$ cat src/rtl/core/ipd_pkg.sv
// Package with the packet layout, header codes and status codes of the IMU FIFO decoder.
package ipd_pkg;

    localparam int PKT_LEN        = 20;
    localparam int EMPTY_FILL_LEN = 8;
    localparam int POS_W          = 5;

    localparam logic [7:0] HDR_SAMPLE   = 8'h78;
    localparam logic [7:0] EMPTY_FILL   = 8'h7F;
    localparam logic [7:0] MARKER_HIGH  = 8'h80;
    localparam logic [7:0] MARKER_LOW   = 8'h00;
    localparam logic [7:0] HIGH_NIBBLE  = 8'hF0;
    localparam logic [7:0] LOW_NIBBLE   = 8'h0F;

    typedef logic [PKT_LEN-1:0][7:0] packet_t;

    typedef enum logic [2:0] {
        ST_SAMPLE   = 3'd0,
        ST_UNSYNCED = 3'd1,
        ST_EMPTY    = 3'd2,
        ST_CORRUPT  = 3'd3,
        ST_NO_VALID = 3'd4
    } status_t;

    typedef struct packed {
        logic signed [19:0] accel_x;
        logic signed [19:0] accel_y;
        logic signed [19:0] accel_z;
        logic signed [19:0] gyro_x;
        logic signed [19:0] gyro_y;
        logic signed [19:0] gyro_z;
        logic               accel_ok;
        logic               gyro_ok;
        status_t            status;
        logic               restart;
    } result_t;

endpackage

$ cat src/rtl/core/ipd_assembler.sv
// Gathers FIFO words into 20-byte packets and holds each complete packet in a register.
module ipd_assembler
    import ipd_pkg::*;
(
    input  logic       clk,
    input  logic       rst_n,
    input  logic       in_valid,
    output logic       in_ready,
    input  logic [7:0] fifo_byte,
    output logic       pkt_valid,
    input  logic       pkt_ready,
    output packet_t    pkt_data
);

    localparam logic [POS_W-1:0] LAST_POS = POS_W'(PKT_LEN - 1);

    logic [POS_W-1:0] pos_reg;
    logic [POS_W-1:0] pos_next;
    logic             pkt_valid_reg;
    logic             pkt_valid_next;
    logic [7:0]       buf_reg [PKT_LEN-1];
    packet_t          pkt_reg;
    packet_t          pkt_next;
    logic             accept;
    logic             last_word;

    assign last_word = (pos_reg == LAST_POS);
    assign in_ready  = !last_word || !pkt_valid_reg || pkt_ready;
    assign accept    = in_valid && in_ready;
    assign pkt_valid = pkt_valid_reg;
    assign pkt_data  = pkt_reg;

    always_comb
    begin
        pos_next       = pos_reg;
        pkt_valid_next = pkt_valid_reg && !pkt_ready;
        if (accept)
        begin
            if (last_word)
            begin
                pos_next       = '0;
                pkt_valid_next = 1'b1;
            end
            else
            begin
                pos_next = pos_reg + 1'b1;
            end
        end
        for (int i = 0; i < PKT_LEN - 1; i++)
        begin
            pkt_next[i] = buf_reg[i];
        end
        pkt_next[PKT_LEN-1] = fifo_byte;
    end

    always_ff @(posedge clk or negedge rst_n)
    begin
        if (!rst_n)
        begin
            pos_reg       <= '0;
            pkt_valid_reg <= 1'b0;
        end
        else
        begin
            pos_reg       <= pos_next;
            pkt_valid_reg <= pkt_valid_next;
        end
    end

    always_ff @(posedge clk)
    begin
        if (accept && !last_word)
        begin
            buf_reg[pos_reg] <= fifo_byte;
        end
        if (accept && last_word)
        begin
            pkt_reg <= pkt_next;
        end
    end

endmodule

$ cat src/rtl/core/ipd_decoder.sv
// Classifies a complete packet, extracts the samples and registers one result word.
module ipd_decoder
    import ipd_pkg::*;
(
    input  logic    clk,
    input  logic    rst_n,
    input  logic    pkt_valid,
    output logic    pkt_ready,
    input  packet_t pkt_data,
    output logic    out_valid,
    input  logic    out_ready,
    output result_t result
);

    logic    out_valid_reg;
    logic    primed_reg;
    logic    primed_next;
    result_t result_reg;
    result_t result_next;
    logic    take;
    logic    accel_good;
    logic    gyro_good;
    logic    empty_pkt;
    logic [19:0] accel_v [3];
    logic [19:0] gyro_v [3];

    assign take      = !out_valid_reg || out_ready;
    assign pkt_ready = take;
    assign out_valid = out_valid_reg;
    assign result    = result_reg;

    always_comb
    begin
        accel_good = !(pkt_data[1] == MARKER_HIGH && pkt_data[2] == MARKER_LOW &&
                       pkt_data[3] == MARKER_HIGH && pkt_data[4] == MARKER_LOW &&
                       pkt_data[5] == MARKER_HIGH && pkt_data[6] == MARKER_LOW);
        gyro_good  = !(pkt_data[7] == MARKER_HIGH && pkt_data[8] == MARKER_LOW &&
                       pkt_data[9] == MARKER_HIGH && pkt_data[10] == MARKER_LOW &&
                       pkt_data[11] == MARKER_HIGH && pkt_data[12] == MARKER_LOW);
        empty_pkt = 1'b1;
        for (int i = 0; i < PKT_LEN; i++)
        begin
            if (pkt_data[i] != ((i < EMPTY_FILL_LEN) ? EMPTY_FILL : 8'h00))
            begin
                empty_pkt = 1'b0;
            end
        end
        for (int i = 0; i < 3; i++)
        begin
            accel_v[i] = {pkt_data[1+2*i], pkt_data[2+2*i],
                          4'((pkt_data[17+i] & HIGH_NIBBLE) >> 4)};
            gyro_v[i]  = {pkt_data[7+2*i], pkt_data[8+2*i],
                          4'(pkt_data[17+i] & LOW_NIBBLE)};
        end

        result_next = '0;
        primed_next = primed_reg;
        if (pkt_data[0] == HDR_SAMPLE)
        begin
            primed_next = 1'b1;
            if (!accel_good && !gyro_good)
            begin
                result_next.status = ST_NO_VALID;
            end
            else
            begin
                result_next.status   = ST_SAMPLE;
                result_next.accel_ok = accel_good;
                result_next.gyro_ok  = gyro_good;
                if (accel_good)
                begin
                    result_next.accel_x = accel_v[0];
                    result_next.accel_y = accel_v[1];
                    result_next.accel_z = accel_v[2];
                end
                if (gyro_good)
                begin
                    result_next.gyro_x = gyro_v[0];
                    result_next.gyro_y = gyro_v[1];
                    result_next.gyro_z = gyro_v[2];
                end
            end
        end
        else if (!primed_reg)
        begin
            result_next.status = ST_UNSYNCED;
        end
        else if (empty_pkt)
        begin
            result_next.status = ST_EMPTY;
        end
        else
        begin
            primed_next         = 1'b0;
            result_next.status  = ST_CORRUPT;
            result_next.restart = 1'b1;
        end
    end

    always_ff @(posedge clk or negedge rst_n)
    begin
        if (!rst_n)
        begin
            out_valid_reg <= 1'b0;
            primed_reg    <= 1'b0;
        end
        else
        begin
            if (take)
            begin
                out_valid_reg <= pkt_valid;
            end
            if (take && pkt_valid)
            begin
                primed_reg <= primed_next;
            end
        end
    end

    always_ff @(posedge clk)
    begin
        if (take && pkt_valid)
        begin
            result_reg <= result_next;
        end
    end

endmodule

$ cat src/rtl/core/imu_fifo_packet_decoder_core.sv
// Top level of the IMU FIFO packet decoder.
// The block takes one FIFO word per cycle and emits one result for every 20th word,
// classifying the packet and decoding three 20-bit accel and gyro samples. A
// packet passes through two registers, the packet register and the result
// register, before its result is presented. Throughput is one word per cycle;
// in_ready drops only at the last word of a packet, when a complete packet and
// a result are both held while out_ready is low.
module imu_fifo_packet_decoder_core
    import ipd_pkg::*;
(
    input  logic               clk,
    input  logic               rst_n,
    input  logic               in_valid,
    output logic               in_ready,
    input  logic [7:0]         fifo_byte,
    output logic               out_valid,
    input  logic               out_ready,
    output logic signed [19:0] accel_x,
    output logic signed [19:0] accel_y,
    output logic signed [19:0] accel_z,
    output logic signed [19:0] gyro_x,
    output logic signed [19:0] gyro_y,
    output logic signed [19:0] gyro_z,
    output logic               accel_ok,
    output logic               gyro_ok,
    output logic [2:0]         packet_status,
    output logic               restart_request
);

    logic    pkt_valid;
    logic    pkt_ready;
    packet_t pkt_data;
    result_t result;

    ipd_assembler u_assembler (
        .clk       (clk),
        .rst_n     (rst_n),
        .in_valid  (in_valid),
        .in_ready  (in_ready),
        .fifo_byte (fifo_byte),
        .pkt_valid (pkt_valid),
        .pkt_ready (pkt_ready),
        .pkt_data  (pkt_data)
    );

    ipd_decoder u_decoder (
        .clk       (clk),
        .rst_n     (rst_n),
        .pkt_valid (pkt_valid),
        .pkt_ready (pkt_ready),
        .pkt_data  (pkt_data),
        .out_valid (out_valid),
        .out_ready (out_ready),
        .result    (result)
    );

    assign accel_x         = result.accel_x;
    assign accel_y         = result.accel_y;
    assign accel_z         = result.accel_z;
    assign gyro_x          = result.gyro_x;
    assign gyro_y          = result.gyro_y;
    assign gyro_z          = result.gyro_z;
    assign accel_ok        = result.accel_ok;
    assign gyro_ok         = result.gyro_ok;
    assign packet_status   = result.status;
    assign restart_request = result.restart;

endmodule

$ cat config.mk
export PLATFORM = sky130hd
export DESIGN_NAME = imu_fifo_packet_decoder_core
export DESIGN_NICKNAME = d
export VERILOG_FILES = /design/src/rtl/core/ipd_pkg.sv /design/src/rtl/core/ipd_assembler.sv /design/src/rtl/core/ipd_decoder.sv /design/src/rtl/core/imu_fifo_packet_decoder_core.sv
export SDC_FILE = /design/constraint.sdc
export NUM_CORES = 1
export LEC_CHECK = 0
export BUFFER_PORTS_ARGS = -buffer_cell sky130_fd_sc_hd__clkbuf_2
export CORE_AREA = 2 2 173 175
export DETAILED_ROUTE_END_ITERATION = 6
export DIE_AREA = 0 0 175 177
export PLACE_DENSITY = 0.77
export SYNTH_ARGS = -nofsm -noshare
export SYNTH_HDL_FRONTEND = slang
export SYNTH_SLANG_ARGS = --single-unit
$ cat constraint.sdc
create_clock -name clk -period 8.85 [get_ports clk]
set_input_delay 0.885 -clock clk [delete_from_list [all_inputs] [get_ports clk]]
set_output_delay 0.885 -clock clk [all_outputs]
set_load 0.1 [all_outputs]
==> run_results.csv, run 1 <==
group,metric,value,unit
run_status,status,"finished clean",
cells_and_area,multiInputGateArea,1720,µm²
global_route,grt_pass1_vias,7012,
setup_path,cp-end-kind,"flip-flop",
floorplan,initial_core_util,0.518,
setup_path,path_buf_inv,2,
power,power.internal,3330,µW
timing,report.final.slew_viol_count,0,
clocking,tritoncts,"yes",
timing,max_slew_margin,0.267,
timing,hold_viol_final,0,
clocking,cts_resized,0,
setup_path,cp_top_family,"buffers and inverters",
floorplan,core_area,29200,µm²
cells_and_area,final_common_cell,"edfxtp_1",
setup_path,reg2reg_from,"u_assembler.pos_reg[1]",
routing,first_iter_violations,741,
power,seqPwrFrac,0.579,
power,max-vdd-ir-drop,0.145,mV
place,pre_cts_slack,5.28,ns
floorplan,rows,63,
setup_path,startpoint,"u_assembler.pos_reg[1]",
setup_path,crit_type,"reg2reg",
timing,rsz0062_at_grt,"no",
global_route,grt_max_degree,85,
floorplan,ios,140,
global_route,grtUsageTotal,0.179,
timing,fin_skew,0.0235,ns
synthesis,synth_nets,754,
global_route,grt_pass1_wl,41200,µm
timing,setup_violations,0,
synthesis,synthDistinctLibCells,40,
setup_path,critPathMaxFanout,84,
global_route,antenna_found_initial,0,
synthesis,synth-seq-area-share,0.882,
synthesis,syn_inst,738,
synthesis,synth-edff-count,438,
floorplan,die_h,177,µm
timing,post-route-period-util,0.406,
clocking,h-tree-depth,2,
flow_run,maxCapViolations,0,
synthesis,synth_seq_cells,446,
routing,wl_per_cell,20.9,µm
synthesis,async_flop_share,0.0179,
synthesis,ys_warn_count,0,
clocking,postCtsSetupBuffers,0,
setup_path,worstPathCellList,"ha_1 -> nor4bb_1 -> nand2_1 -> nor2_4 -> buf_4 -> buf_4",
clocking,cts_buffers,40,
cells_and_area,drive_above_1_share,0.223,
power,leakagePower,0.00624,µW
synthesis,syn_avg_cell_area,20.5,µm²
synthesis,synth_area,15100,µm²
setup_path,worstPathRequired,8.99,ns
cells_and_area,num_antenna_cells,0,
place,portBuffers,139,
min_path,hp-class,"in2async",
cells_and_area,largest_register_ffs,160,
timing,setup_ws,5.25,ns
synthesis,synth_ff_type,"edfxtp_1",
timing,worst_pin_slew,1.10,ns
power,powerDensity,235,nW/µm²
routing,via_count,7065,
setup_path,path_common_cell,"buf_4",
power,power.share.switching,0.195,
clocking,holdBufCountCts,0,
power,p_sw,805,µW
setup_path,critPathSlowestCell,"buf_4",
routing,drc,0,
timing,fmax,0.278,GHz
cells_and_area,final-seq-area,13400,µm²
clocking,clk_pin_slew,0.06,ns
power,power.clock.fraction,0.395,
setup_path,start_kind,"flip-flop",
global_route,grt-ovfl-total,0,
cells_and_area,layout.cells.most_common_list,"edfxtp_1, clkbuf_2, and2_1",
cells_and_area,fin_nets,924,
setup_path,slowest_delay,0.95,ns
cells_and_area,area_growth,15.9,%
timing,layout_min_cycle_time,3.60,ns
place,place.detailed.hpwl,16900,µm
setup_path,critPathArrivalTime,3.74,ns
timing,setup_tns,0,ns
clocking,clk_latency,0.53,ns
floorplan,dieWidth,175,µm
routing,first_pass_iters,5,
power,combPwrFrac,0.026,
cells_and_area,fillers,1955,
place,gp_congestion,0.812,
routing,drt_wl_total,27700,µm
routing,ant_nets,0,
routing,viasPerCell,5.33,
clocking,clock-sinks,446,
clocking,clk_path_buf_depth,3,
floorplan,dieArea,31000,µm²
clocking,ctsRootBufferMaster,"clkbuf_16",
-- routing by layer --
layer | vias up | part of all wire | global-route usage
met1 | 3529 | 0.40 | 0.238
met5 | - | 0 | 0
met2 | 284 | 0.50 | 0.299
met3 | 56 | 0.066 | 0.0337
li1 | 3196 | - | -
met4 | 0 | 0.029 | 0.0674
-- stage by stage --
step	power [µW]	utilization	cells	hold WS, ns	cell area, µm²
2_1_floorplan	2490	-	738	0.400	15100
3_3_place_gp	2530	0.558	1255	0.400	16300
3_5_place_dp	2540	0.558	1255	0.405	16300
4_1_cts	4150	0.600	1325	0.227	17500
5_1_grt	4240	0.600	1326	0.235	17500
6_report	4130	0.600	1326	0.224	17500
-- synth_stat cells (2+ instances only) --
cell type / count / share of area
edfxtp_1: 438 / 0.87
and2_1: 122 / 0.050
nor4_1: 37 / 0.015
nor2_1: 23 / 0.0057
nand4_1: 19 / 0.0078
nand2_1: 15 / 0.0037
clkbuf_1: 14 / 0.0035
dfrtp_1: 8 / 0.013
nand3_1: 7 / 0.0023
ha_1: 4 / 0.0033
nand2b_1: 4 / 0.0017
nor3_1: 4 / 0.0013
nor4b_1: 4 / 0.0023
inv_1: 3 / 0.00074
nand3b_1: 3 / 0.0015
nand4b_1: 3 / 0.0017
nor2b_1: 3 / 0.0012
a21oi_1: 2 / 0.00066
and2_2: 2 / 0.00099
and4b_1: 2 / 0.0013
nor4_2: 2 / 0.0017
-- worst reg2reg max path, cell delays in order, from the launching register on --
cell	delay (ns)
dfrtp_1	0.41
ha_1	0.29
nor4bb_1	0.46
nand2_1	0.18
nor2_4	0.10
buf_4	0.72
buf_4	1.00
-- cell families after synthesis --
logic type	synth area share
multiplexers	0.000661
flip-flops	0.882
buffers and inverters	0.00562
AND/OR/NAND/NOR	0.105
AO/OA/AOI/OAI	0.00347
adder cells (fa/ha/maj)	0.00330
XOR/XNOR	0.000578
-- power groups by stage --
stage / logic, µW / clock network, µW / registers (µW)
2_1_floorplan: 71.0 / 0 / 2420
3_3_place_gp: 101 / 0 / 2430
3_5_place_dp: 105 / 0 / 2440
4_1_cts: 106 / 1650 / 2390
5_1_grt: 116 / 1730 / 2400
6_report: 105 / 1630 / 2390
-- layout make-up --
cell class / instances / area share
multi-input cells: 272 / 0.0982
clock buffers: 49 / 0.0602
repair buffers: 145 / 0.0421
clock inverters: 21 / 0.0103
well taps: 390 / 0.0278
flip-flops and latches: 446 / 0.761
inverters: 3 / 0.000642
-- final timing paths --
check                                      endpoint  cells past startpoint  slack [ns]
setup / recovery           u_assembler.pkt_data[89]                      6        5.25
hold / removal               u_assembler.pos_reg[0]                      1        0.22
setup reg to reg           u_assembler.pkt_data[89]                      6        5.25
hold reg to reg            u_assembler.pkt_data[16]                      0        0.41
max in group asynchronous      u_decoder.primed_reg                      1        8.39
min in group clk           u_assembler.pkt_data[16]                      0        0.41
Power figures use the tool's default switching activity.
==> run 2: changes to the inputs <==
Settings changed: CORE_AREA 2 2 173 175 to 2 2 165 167, DIE_AREA 0 0 175 177 to 0 0 167 169, PLACE_DENSITY 0.77 to 0.8.
Clock period 8.85 ns to 3.75 ns, I/O delays scaled along.
==> run 2 against run 1 <==
Die area down 8.9%; core utilization up 6.9 points; critical endpoint is now u_decoder.result[125]; cell count down 3.2%; power up 140%; sequential share of layout area down 0.78 points; worst hold slack worse by 0.061 ns; non-clock buffer count up 4; worst setup slack worse by 4.3 ns; global-route usage up 2.6 points; flip-flop and latch count unchanged; largest power group unchanged.
==> run_results.csv, run 2 (same netlist as run 1, synthesis figures left out) <==
group,metric,value,unit
run_status,status,"finished clean",
timing,fmax,0.354,GHz
cells_and_area,final_common_cell,"edfxtp_1",
place,pre_cts_slack,1.04,ns
routing,via_count,7205,
cells_and_area,fillers,1559,
routing,ant_nets,0,
timing,worst_pin_slew,1.32,ns
cells_and_area,fin_util,0.669,
min_path,min_path_cells,3,
setup_path,ff2ff_setup_slack,0.92,ns
timing,rsz0062_at_grt,"no",
setup_path,worstPathRequired,4.02,ns
timing,report.final.slew_viol_count,0,
timing,hold_viol_final,0,
floorplan,die_h,169,µm
place,portBuffers,139,
routing,first_pass_iters,5,
floorplan,dieArea,28200,µm²
global_route,grtUsageTotal,0.206,
floorplan,core_area,26500,µm²
floorplan,ios,140,
clocking,h-tree-depth,2,
power,max-vdd-ir-drop,0.394,mV
setup_path,worstPathCellList,"nor4_1 -> nand4_1 -> nor4_1 -> nor2b_2 -> buf_4 -> and2_1",
setup_path,cp_top_family,"simple AND/OR/NAND/NOR gates",
place,place_inst,1210,
cells_and_area,final-seq-area,13400,µm²
clocking,clk_pin_slew,0.06,ns
cells_and_area,num_antenna_cells,0,
place,placed_cell_area,16400,µm²
place,gp_congestion,0.783,
global_route,grt_pass1_wl,43500,µm
setup_path,reg2reg_from,"u_assembler.pkt_data[26]",
routing,wl_per_cell,22.5,µm
clocking,clk_latency,0.52,ns
cells_and_area,multiInputGateArea,1750,µm²
setup_path,r2r_cells,6,
setup_path,critPathMaxFanout,49,
cells_and_area,drive_above_1_share,0.239,
global_route,grt_pass1_vias,7319,
setup_path,path_common_cell,"nor4_1",
floorplan,initial_core_util,0.572,
min_path,worstHoldEndpoint,"u_decoder.out_valid",
clocking,ctsRootBufferMaster,"clkbuf_16",
routing,viasPerCell,5.61,
clocking,tritoncts,"yes",
setup_path,cp-end-kind,"flip-flop",
clocking,cts_buffers,40,
place,place.detailed.hpwl,17100,µm
power,leakagePower,0.00634,µW
timing,setup_violations,0,
cells_and_area,layout.cells.most_common_list,"edfxtp_1, clkbuf_2, and2_1",
timing,layout_min_cycle_time,2.83,ns
cells_and_area,largest_register_ffs,160,
clocking,clk_path_buf_depth,3,
setup_path,critPathArrivalTime,3.09,ns
timing,setup_ws,0.925,ns
power,powerDensity,566,nW/µm²
routing,drc,0,
setup_path,critPathSlowestCell,"nor4_1",
clocking,postCtsSetupBuffers,0,
clocking,clock-sinks,446,
floorplan,dieWidth,167,µm
timing,max_slew_margin,0.114,
timing,fin_skew,0.0138,ns
setup_path,slowest_delay,0.56,ns
setup_path,start_kind,"flip-flop",
cells_and_area,area_growth,17.1,%
setup_path,path_buf_inv,1,
min_path,worstHoldStart,"out_ready",
global_route,antenna_found_initial,0,
routing,drt_wl_total,28900,µm
setup_path,crit_type,"reg2reg",
flow_run,maxCapViolations,0,
cells_and_area,instances_no_fill,1284,
timing,hold_ws,0.163,ns
floorplan,rows,60,
routing,first_iter_violations,866,
global_route,grt_max_degree,57,
min_path,hp-class,"in2reg",
global_route,grt-ovfl-total,0,
setup_path,r2r_end,"u_decoder.result[125]",
cells_and_area,design_area,17700,µm²
timing,post-route-period-util,0.753,
cells_and_area,fin_nets,928,
[run 2: power breakdown]
| part | leakage [µW] | switching [µW] | internal (µW) |
|---|---|---|---|
| registers | 0.00435 | 81.7 | 5580 |
| logic | 0.00133 | 191 | 66.9 |
| clock network | 0.000664 | 1690 | 2430 |
| total | 0.00634 | 1970 | 8080 |
[run 2: through the flow]
step	total power [µW]	TNS [ns]
2_1_floorplan	5900	-6.73
3_3_place_gp	6000	0
3_5_place_dp	6020	0
4_1_cts	10100	0
5_1_grt	10300	0
6_report	10000	0
[run 2: what timing repair did]
item / in CTS / in global routing
hold endpoints to repair: 8 / 0
setup endpoints to repair: 0 / 0
hold buffers: 1 / 0
gates resized for setup: 0 / 0
[run 2: routing by layer]
metal  routed length [µm]  up-vias  global-route usage  part of all wire
li1                     -     3211                   -                 -
met1                11100     3588               0.271              0.38
met2                14800      343               0.347              0.51
met3                 2180       63              0.0412             0.075
met4                  832        0              0.0727             0.029
met5                    0        -                   0                 0
[run 2: worst max-delay path by stage]
stage                                        start                 endpoint  slack, ns  cells past startpoint
after global placement    u_assembler.pkt_data[26]     u_decoder.result[74]       0.95                      6
after global routing      u_assembler.pkt_data[26]    u_decoder.result[125]       0.68                      6
after detailed placement  u_assembler.pkt_data[26]     u_decoder.result[79]       1.04                      6
after floorplan             u_assembler.pos_reg[1]  u_assembler.pkt_data[0]      -0.04                      4
after CTS                 u_assembler.pkt_data[30]    u_decoder.result[125]       0.89                      6
final                     u_assembler.pkt_data[26]    u_decoder.result[125]       0.92                      6
[run 2: layout make-up]
cell class                      count  share of cell area
Clock buffer                       53              0.0621
Clock inverter                     20              0.0136
Inverter                            3            0.000635
Multi-Input combinational cell    272              0.0987
Sequential cell                   446               0.753
Tap cell                          341              0.0241
Timing Repair Buffer              149              0.0478
[run 2: tightest hold or removal path: stages]
cell and delay (ns):
clkbuf_2 0.09, nand2b_1 0.12, nand2b_1 0.06
